**src/rtl/sse_pkg.sv**
```systemverilog
package sse_pkg;

   // Result kinds carried in the kind field of a response word.
   localparam logic [2:0] KIND_DATA_START = 3'd0;
   localparam logic [2:0] KIND_DATA_BYTE  = 3'd1;
   localparam logic [2:0] KIND_NAME_START = 3'd2;
   localparam logic [2:0] KIND_NAME_BYTE  = 3'd3;
   localparam logic [2:0] KIND_DONE       = 3'd4;
   localparam logic [2:0] KIND_ERROR      = 3'd5;

   // Input modes.
   localparam logic MODE_BYTE = 1'b0;
   localparam logic MODE_EOS  = 1'b1;

   // Line phases.
   localparam logic [1:0] PHASE_FIELD   = 2'd0;
   localparam logic [1:0] PHASE_VALUE   = 2'd1;
   localparam logic [1:0] PHASE_COMMENT = 2'd2;

   // Field classification while the field name is being scanned.
   localparam logic [1:0] FIELD_NONE  = 2'd0;
   localparam logic [1:0] FIELD_DATA  = 2'd1;
   localparam logic [1:0] FIELD_EVENT = 2'd2;
   localparam logic [1:0] FIELD_OTHER = 2'd3;

   // Characters of interest.
   localparam logic [7:0] CHAR_LF    = 8'h0A;
   localparam logic [7:0] CHAR_CR    = 8'h0D;
   localparam logic [7:0] CHAR_COLON = 8'h3A;
   localparam logic [7:0] CHAR_SPACE = 8'h20;

   // Field name lengths.
   localparam logic [2:0] DATA_LEN  = 3'd4;
   localparam logic [2:0] EVENT_LEN = 3'd5;

   localparam logic [31:0] LIMIT_RESET = 32'd1048576;

   typedef struct packed {
      logic       mode;
      logic [7:0] byte_value;
   } req_type;

   typedef struct packed {
      logic [2:0] kind;
      logic [7:0] out_byte;
      logic       with_separator;
      logic       name_empty;
      logic       last;
   } rsp_type;

   // Letters of the "data" field name.
   function automatic logic [7:0] data_char(input logic [1:0] idx);
      logic [7:0] c;
      unique case (idx)
         2'd0: c = 8'h64;
         2'd1: c = 8'h61;
         2'd2: c = 8'h74;
         2'd3: c = 8'h61;
         default: c = 8'h00;
      endcase
      return c;
   endfunction

   // Letters of the "event" field name.
   function automatic logic [7:0] event_char(input logic [2:0] idx);
      logic [7:0] c;
      unique case (idx)
         3'd0: c = 8'h65;
         3'd1: c = 8'h76;
         3'd2: c = 8'h65;
         3'd3: c = 8'h6E;
         3'd4: c = 8'h74;
         default: c = 8'h00;
      endcase
      return c;
   endfunction

endpackage

```
**src/rtl/sse_event_stream_parser.sv**
```systemverilog
// Server-Sent Events stream parser. One stream byte or end-of-stream mark is
// taken per cycle on the req_ channel and turned into token words on the rsp_
// channel (data line start, data byte, name start, name byte, event done, size
// error). An accepted word is registered, then parsed against the
// line state and the byte counter, and its zero, one or two result words go
// into a four-entry output queue. Input is taken every cycle as long as the
// queue holds no more than two words; an end-of-stream mark can yield two
// result words, which leave at one word per cycle while rsp_ready is high. The
// event size limit is written through csr_write_en and csr_write_data by the
// user only while the block is idle; the block itself does not enforce it.
module sse_event_stream_parser (
   input  logic             clock,
   input  logic             reset,
   input  logic             req_valid,
   output logic             req_ready,
   input  sse_pkg::req_type req_data,
   output logic             rsp_valid,
   input  logic             rsp_ready,
   output sse_pkg::rsp_type rsp_data,
   input  logic             csr_write_en,
   input  logic [31:0]      csr_write_data
);

   localparam int FIFO_DEPTH = 4;
   localparam int PTR_W      = $clog2(FIFO_DEPTH);

   // Configuration register.
   logic [31:0] limit_ff;

   // Input register.
   logic             in_valid_ff;
   sse_pkg::req_type in_ff;

   // Parser state.
   logic [1:0]  line_phase_ff, line_phase_in;
   logic [2:0]  field_match_ff, field_match_in;
   logic [1:0]  field_kind_ff, field_kind_in;
   logic        value_started_ff, value_started_in;
   logic        line_nonempty_ff, line_nonempty_in;
   logic        after_cr_ff, after_cr_in;
   logic        has_data_ff, has_data_in;
   logic        name_nonempty_ff, name_nonempty_in;
   logic [31:0] byte_count_ff, byte_count_in;
   logic        error_ff, error_in;

   // Output queue.
   sse_pkg::rsp_type     fifo_ff [FIFO_DEPTH];
   logic [PTR_W-1:0]     head_ff, tail_ff;
   logic [PTR_W:0]       count_ff;

   sse_pkg::rsp_type res [2];
   logic [1:0]       res_cnt;
   logic             process;
   logic             pop;
   logic             over_limit;
   logic [7:0]       b;

   // The input stage advances when the queue has room for two words.
   assign process   = in_valid_ff && (count_ff <= (PTR_W+1)'(2));
   assign req_ready = !in_valid_ff || process;
   assign pop       = rsp_valid && rsp_ready;
   assign rsp_valid = (count_ff != '0);
   assign rsp_data  = fifo_ff[head_ff];

   assign b          = in_ff.byte_value;
   assign over_limit = (byte_count_ff >= limit_ff);

   // Parse one registered input word against the line state.
   always_comb begin
      line_phase_in    = line_phase_ff;
      field_match_in   = field_match_ff;
      field_kind_in    = field_kind_ff;
      value_started_in = value_started_ff;
      line_nonempty_in = line_nonempty_ff;
      after_cr_in      = after_cr_ff;
      has_data_in      = has_data_ff;
      name_nonempty_in = name_nonempty_ff;
      byte_count_in    = byte_count_ff;
      error_in         = error_ff;
      res[0]           = '0;
      res[1]           = '0;
      res_cnt          = 2'd0;

      if (error_ff) begin
         res[0].kind = sse_pkg::KIND_ERROR;
         res_cnt     = 2'd1;
      end else if (in_ff.mode == sse_pkg::MODE_EOS) begin
         after_cr_in = 1'b0;
         if (line_nonempty_ff && over_limit) begin
            error_in    = 1'b1;
            res[0].kind = sse_pkg::KIND_ERROR;
            res_cnt     = 2'd1;
         end else begin
            // Close an open line first.
            if (line_nonempty_ff && line_phase_ff == sse_pkg::PHASE_FIELD) begin
               if (field_kind_ff == sse_pkg::FIELD_DATA &&
                   field_match_ff == sse_pkg::DATA_LEN) begin
                  res[0].kind           = sse_pkg::KIND_DATA_START;
                  res[0].with_separator = has_data_ff;
                  res_cnt               = 2'd1;
                  has_data_in           = 1'b1;
               end else if (field_kind_ff == sse_pkg::FIELD_EVENT &&
                            field_match_ff == sse_pkg::EVENT_LEN) begin
                  res[0].kind      = sse_pkg::KIND_NAME_START;
                  res_cnt          = 2'd1;
                  name_nonempty_in = 1'b0;
               end
            end
            line_phase_in    = sse_pkg::PHASE_FIELD;
            field_match_in   = '0;
            field_kind_in    = sse_pkg::FIELD_NONE;
            value_started_in = 1'b0;
            line_nonempty_in = 1'b0;
            // Then dispatch the event.
            if (has_data_in) begin
               res[res_cnt[0]].kind       = sse_pkg::KIND_DONE;
               res[res_cnt[0]].name_empty = !name_nonempty_in;
               res_cnt                    = res_cnt + 2'd1;
            end
            has_data_in      = 1'b0;
            name_nonempty_in = 1'b0;
            byte_count_in    = '0;
         end
      end else if (after_cr_ff && b == sse_pkg::CHAR_LF) begin
         // Second half of a CRLF pair: dropped and not counted.
         after_cr_in = 1'b0;
      end else begin
         after_cr_in = 1'b0;
         if (over_limit) begin
            error_in    = 1'b1;
            res[0].kind = sse_pkg::KIND_ERROR;
            res_cnt     = 2'd1;
         end else begin
            byte_count_in = byte_count_ff + 32'd1;
            if (b == sse_pkg::CHAR_CR || b == sse_pkg::CHAR_LF) begin
               after_cr_in = (b == sse_pkg::CHAR_CR);
               if (line_nonempty_ff) begin
                  if (line_phase_ff == sse_pkg::PHASE_FIELD) begin
                     if (field_kind_ff == sse_pkg::FIELD_DATA &&
                         field_match_ff == sse_pkg::DATA_LEN) begin
                        res[0].kind           = sse_pkg::KIND_DATA_START;
                        res[0].with_separator = has_data_ff;
                        res_cnt               = 2'd1;
                        has_data_in           = 1'b1;
                     end else if (field_kind_ff == sse_pkg::FIELD_EVENT &&
                                  field_match_ff == sse_pkg::EVENT_LEN) begin
                        res[0].kind      = sse_pkg::KIND_NAME_START;
                        res_cnt          = 2'd1;
                        name_nonempty_in = 1'b0;
                     end
                  end
                  line_phase_in    = sse_pkg::PHASE_FIELD;
                  field_match_in   = '0;
                  field_kind_in    = sse_pkg::FIELD_NONE;
                  value_started_in = 1'b0;
                  line_nonempty_in = 1'b0;
               end else begin
                  // Empty line dispatches the event.
                  if (has_data_ff) begin
                     res[0].kind       = sse_pkg::KIND_DONE;
                     res[0].name_empty = !name_nonempty_ff;
                     res_cnt           = 2'd1;
                  end
                  has_data_in      = 1'b0;
                  name_nonempty_in = 1'b0;
                  byte_count_in    = '0;
               end
            end else if (line_phase_ff == sse_pkg::PHASE_FIELD) begin
               line_nonempty_in = 1'b1;
               if (b == sse_pkg::CHAR_COLON) begin
                  line_phase_in = sse_pkg::PHASE_VALUE;
                  if (!line_nonempty_ff) begin
                     line_phase_in = sse_pkg::PHASE_COMMENT;
                  end else if (field_kind_ff == sse_pkg::FIELD_DATA &&
                               field_match_ff == sse_pkg::DATA_LEN) begin
                     res[0].kind           = sse_pkg::KIND_DATA_START;
                     res[0].with_separator = has_data_ff;
                     res_cnt               = 2'd1;
                     has_data_in           = 1'b1;
                  end else if (field_kind_ff == sse_pkg::FIELD_EVENT &&
                               field_match_ff == sse_pkg::EVENT_LEN) begin
                     res[0].kind      = sse_pkg::KIND_NAME_START;
                     res_cnt          = 2'd1;
                     name_nonempty_in = 1'b0;
                  end else begin
                     field_kind_in = sse_pkg::FIELD_OTHER;
                  end
               end else begin
                  // Match the field name one letter at a time.
                  unique case (field_kind_ff)
                     sse_pkg::FIELD_NONE: begin
                        if (b == sse_pkg::data_char(2'd0)) begin
                           field_kind_in  = sse_pkg::FIELD_DATA;
                           field_match_in = 3'd1;
                        end else if (b == sse_pkg::event_char(3'd0)) begin
                           field_kind_in  = sse_pkg::FIELD_EVENT;
                           field_match_in = 3'd1;
                        end else begin
                           field_kind_in = sse_pkg::FIELD_OTHER;
                        end
                     end
                     sse_pkg::FIELD_DATA: begin
                        if (field_match_ff < sse_pkg::DATA_LEN &&
                            b == sse_pkg::data_char(field_match_ff[1:0])) begin
                           field_match_in = field_match_ff + 3'd1;
                        end else begin
                           field_kind_in = sse_pkg::FIELD_OTHER;
                        end
                     end
                     sse_pkg::FIELD_EVENT: begin
                        if (field_match_ff < sse_pkg::EVENT_LEN &&
                            b == sse_pkg::event_char(field_match_ff)) begin
                           field_match_in = field_match_ff + 3'd1;
                        end else begin
                           field_kind_in = sse_pkg::FIELD_OTHER;
                        end
                     end
                     default: begin
                        field_kind_in = field_kind_ff;
                     end
                  endcase
               end
            end else if (line_phase_ff == sse_pkg::PHASE_VALUE) begin
               // One leading space of the value is dropped.
               value_started_in = 1'b1;
               if (value_started_ff || b != sse_pkg::CHAR_SPACE) begin
                  if (field_kind_ff == sse_pkg::FIELD_DATA) begin
                     res[0].kind     = sse_pkg::KIND_DATA_BYTE;
                     res[0].out_byte = b;
                     res_cnt         = 2'd1;
                  end else if (field_kind_ff == sse_pkg::FIELD_EVENT) begin
                     res[0].kind      = sse_pkg::KIND_NAME_BYTE;
                     res[0].out_byte  = b;
                     res_cnt          = 2'd1;
                     name_nonempty_in = 1'b1;
                  end
               end
            end
         end
      end

      // Mark the final word of this item.
      if (res_cnt == 2'd2) begin
         res[1].last = 1'b1;
      end else if (res_cnt == 2'd1) begin
         res[0].last = 1'b1;
      end
   end

   // Configuration and input register.
   always_ff @(posedge clock) begin
      if (reset) begin
         limit_ff    <= sse_pkg::LIMIT_RESET;
         in_valid_ff <= 1'b0;
      end else begin
         if (csr_write_en) begin
            limit_ff <= csr_write_data;
         end
         if (req_ready) begin
            in_valid_ff <= req_valid;
         end
      end
   end

   always_ff @(posedge clock) begin
      if (req_valid && req_ready) begin
         in_ff <= req_data;
      end
   end

   // Parser state update.
   always_ff @(posedge clock) begin
      if (reset) begin
         line_phase_ff    <= sse_pkg::PHASE_FIELD;
         field_match_ff   <= '0;
         field_kind_ff    <= sse_pkg::FIELD_NONE;
         value_started_ff <= 1'b0;
         line_nonempty_ff <= 1'b0;
         after_cr_ff      <= 1'b0;
         has_data_ff      <= 1'b0;
         name_nonempty_ff <= 1'b0;
         byte_count_ff    <= '0;
         error_ff         <= 1'b0;
      end else if (process) begin
         line_phase_ff    <= line_phase_in;
         field_match_ff   <= field_match_in;
         field_kind_ff    <= field_kind_in;
         value_started_ff <= value_started_in;
         line_nonempty_ff <= line_nonempty_in;
         after_cr_ff      <= after_cr_in;
         has_data_ff      <= has_data_in;
         name_nonempty_ff <= name_nonempty_in;
         byte_count_ff    <= byte_count_in;
         error_ff         <= error_in;
      end
   end

   // Output queue pointers.
   always_ff @(posedge clock) begin
      if (reset) begin
         head_ff  <= '0;
         tail_ff  <= '0;
         count_ff <= '0;
      end else begin
         if (pop) begin
            head_ff <= head_ff + PTR_W'(1);
         end
         if (process) begin
            tail_ff <= tail_ff + PTR_W'(res_cnt);
         end
         count_ff <= count_ff + (process ? (PTR_W+1)'(res_cnt) : '0)
                     - (PTR_W+1)'(pop);
      end
   end

   // Output queue storage.
   always_ff @(posedge clock) begin
      if (process && res_cnt != 2'd0) begin
         fifo_ff[tail_ff] <= res[0];
      end
      if (process && res_cnt == 2'd2) begin
         fifo_ff[tail_ff + PTR_W'(1)] <= res[1];
      end
   end

endmodule

```
**config.mk**
```make
export PLATFORM = sky130hd
export DESIGN_NAME = sse_event_stream_parser
export DESIGN_NICKNAME = d
export VERILOG_FILES = /design/src/rtl/sse_pkg.sv /design/src/rtl/sse_event_stream_parser.sv
export SDC_FILE = /design/constraint.sdc
export NUM_CORES = 1
export LEC_CHECK = 0
export ABC_AREA = 1
export BUFFER_PORTS_ARGS = -buffer_cell sky130_fd_sc_hd__buf_2
export CAP_MARGIN = 5
export CORE_ASPECT_RATIO = 1.5
export CORE_MARGIN = 2
export CORE_UTILIZATION = 45
export DETAILED_ROUTE_END_ITERATION = 16
export PLACE_DENSITY_LB_ADDON = 0.15
export SLEW_MARGIN = 20
export SYNTH_ARGS = -nofsm -noshare
export SYNTH_HDL_FRONTEND = slang
export SYNTH_SLANG_ARGS = --single-unit
export TNS_END_PERCENT = 30
```
**constraint.sdc**
```tcl
create_clock -name clock -period 4.2 [get_ports clock]
set_input_delay 0.84 -clock clock [delete_from_list [all_inputs] [get_ports clock]]
set_output_delay 0.84 -clock clock [all_outputs]
set_load 0.01 [all_outputs]
```
==> impl_metrics.yaml <==
run_status:
  outcome: "completed"
drt:
  drtIter0Drc: 370
  drc: 0
  drtAntennaViolNets: 0
  routed_wl_um: 24100
  wl_per_cell_um: 15.5
  num_vias: 8179
  vias_per_cell: 5.26
  dr.pass1.iters: 5
clock_network:
  cts_resized: 0
  clock_sinks: 152
  post_cts_buffers: 0
  htreeDepth: 4
  cts_buffer_depth: 2
  clk_pin_slew_ns: 0.06
  clock_latency_ns: 0.43
  ctsHoldBuffers: 0
  cts_tree: "done"
  cts_buffers: 17
  root_buffer: "clkbuf_16"
floorplanning:
  initial_core_util_pct: 45.8
  die_w_um: 120
  die_area_um2: 21300
  core_um2: 19800
  chipHeight_um: 178
  ioPinCount: 62
  fp-row-count: 63
yosys:
  syn_avg_cell_area_um2: 7.34
  seq_area_frac_synth_pct: 40.8
  ys_warn_count: 0
  synth_edf_count: 65
  async_flop_share_pct: 0
  synth_top_area_cell: "edfxtp_1"
  syn_inst: 1234
  yosys.cell_types.count: 44
  syn-cell-area_um2: 9060
  synthTopCellsByCount: "nand2_1 (259), nor2_1 (160), inv_1 (142)"
  synth_top_area_share_pct: 21.5
  synthFlopType: "dfxtp_1"
  yosysMostFrequentCell: "nand2_1"
  syn_nets: 1331
  synth.top_cells.by_area: "edfxtp_1 (22%), dfxtp_1 (19%), nand2_1 (11%)"
  ys_ff_latch: 152
placed_design:
  dp_cells: 1522
  portBuffers: 61
  place_congestion: 0.970
  dp_hpwl_um: 17600
cells_and_area:
  drive_above_1_share_pct: 10.8
  areaGrowthSynthToFinish_pct: 11.8
  antenna_cells: 0
  fin_cells: 1554
  fin_nets: 1378
worst_setup_path:
  crit_path_start: "byte_count_ff[15]"
  cp-end-kind: "flip-flop"
  worstPathArrival_ns: 3.92
  r2r_slack_ns: 0.60
  worstSetupPathType: "reg -> reg"
  r2r-start: "byte_count_ff[15]"
  worstPathMaxFanout: 37
  cp_data_required_time_ns: 4.52
  start_kind: "flip-flop"
global_routing:
  grt_max_degree: 58
  grt_usage_pct: 23.4
  grt_pass1_wl_um: 39000
  antenna_found_initial: 0
  first_global_vias: 8020
  overflow: 0
hold_path:
  min_from: "limit_ff[5]"
  hold_path_class: "reg -> reg"
power:
  leakage_nw: 4.28
  p_per_area_nw_per_um2: 417
  irDropWorstVdd_uv: 208
sta:
  slew_viol_final: 0
  hold_violations: 0
  tns_ns: 0
  skew_ns: 0.0128
  grt_setup_unrepaired: "no"
  fin_crit_sh_pct: 85.8
  timing.fmax_mhz: 278
  relSlewSlack_pct: 30.8
  final.min_clock_period_ns: 3.60
  setup_viol: 0
  worstMarginPinSlew_ns: 1.04
flow_run:
  maxCapViolCount: 0
-- per-layer routing --
metal	up-vias	part of all wire [%]	track usage (%)
met5	-	0	0
met4	0	4.2	12.3
met3	60	2.5	3.44
met2	151	55	46.3
met1	3777	38	23.2
li1	4191	-	-
-- area by class of cell --
cell class	count	area [µm²]
Inverter	155	584
Multi-Input combinational cell	884	4590
Clock inverter	11	66.3
Fill cell	2039	9650
Timing Repair Buffer	71	380
Tap cell	260	325
Clock buffer	21	494
Sequential cell	152	3690
-- stage by stage --
stage	util [%]	worst slack (ns)	area, µm²	total power, mW	hold slack, ns
2_1_floorplan	-	1.09	9060	2.50	0.436
3_3_place_gp	48.4	0.650	9570	2.79	0.451
3_5_place_dp	48.4	0.591	9570	2.82	0.456
4_1_cts	51.2	0.576	10100	4.26	0.468
5_1_grt	51.2	0.260	10100	4.47	0.478
6_report	51.2	0.597	10100	4.23	0.461
-- worst max-delay path: stages, from the launching register on --
cell	delay [ns]
dfxtp_1	0.44
ha_1	0.28
a21o_1	0.16
nor2_1	0.12
nand2_1	0.11
nor2_1	0.10
nand2_1	0.09
nand2_1	0.09
nand2_1	0.07
buf_4	0.25
nand2_1	0.17
nand2_1	0.13
nor2_2	0.37
inv_1	0.09
ha_1	0.29
inv_1	0.06
fa_1	0.43
o21ai_0	0.17
a21oi_1	0.06
-- kinds of logic (layout without fill, tap and decap cells) --
kind of cell / after synthesis / after routing / share of synthesized area [%]
buf+inv: 198 / 258 / 8.63
compound gates: 212 / 212 / 12.8
flops: 152 / 152 / 40.8
fa+ha+maj: 51 / 51 / 7.12
simple gates: 600 / 600 / 28.7
xor+xnor: 21 / 21 / 2.03
-- power breakdown --
part           total, mW  switching (mW)  internal [mW]
Combinational       1.04           0.698          0.347
Sequential          1.73          0.0944           1.64
Clock               1.45           0.611          0.838
Total               4.23            1.40           2.83
-- final timing paths --
check / endpoint / depth (start not counted)
worst max-delay path: count_ff[2] / 18
worst min-delay path: limit_ff[5] / 2
worst max register to register: count_ff[2] / 18
worst min register to register: limit_ff[5] / 2
-- sequential cells by signal (all words and copies together) (netlist names), 2 cells and up, named ones only --
signal,count
line_phase_ff,2
fifo_ff,56
tail_ff,2
b,8
head_ff,2
field_kind_ff,2
count_ff,3
field_match_ff,3
byte_count_ff,32
limit_ff,32
-- cells in the final DEF, fill, tap and decap left out, types with 16 or more instances in the layout --
cell | synthesis | layout
nand2_1 | 259 | 259
nor2_1 | 160 | 160
inv_1 | 142 | 142
dfxtp_1 | 87 | 87
o21ai_0 | 83 | 83
a21oi_1 | 81 | 81
nand3_1 | 75 | 75
edfxtp_1 | 65 | 65
buf_2 | 2 | 61
nor3_1 | 57 | 57
ha_1 | 50 | 50
clkbuf_16 | 0 | 19
nand4_1 | 17 | 17
o22ai_1 | 16 | 16
(Power assumes the default switching activity.)
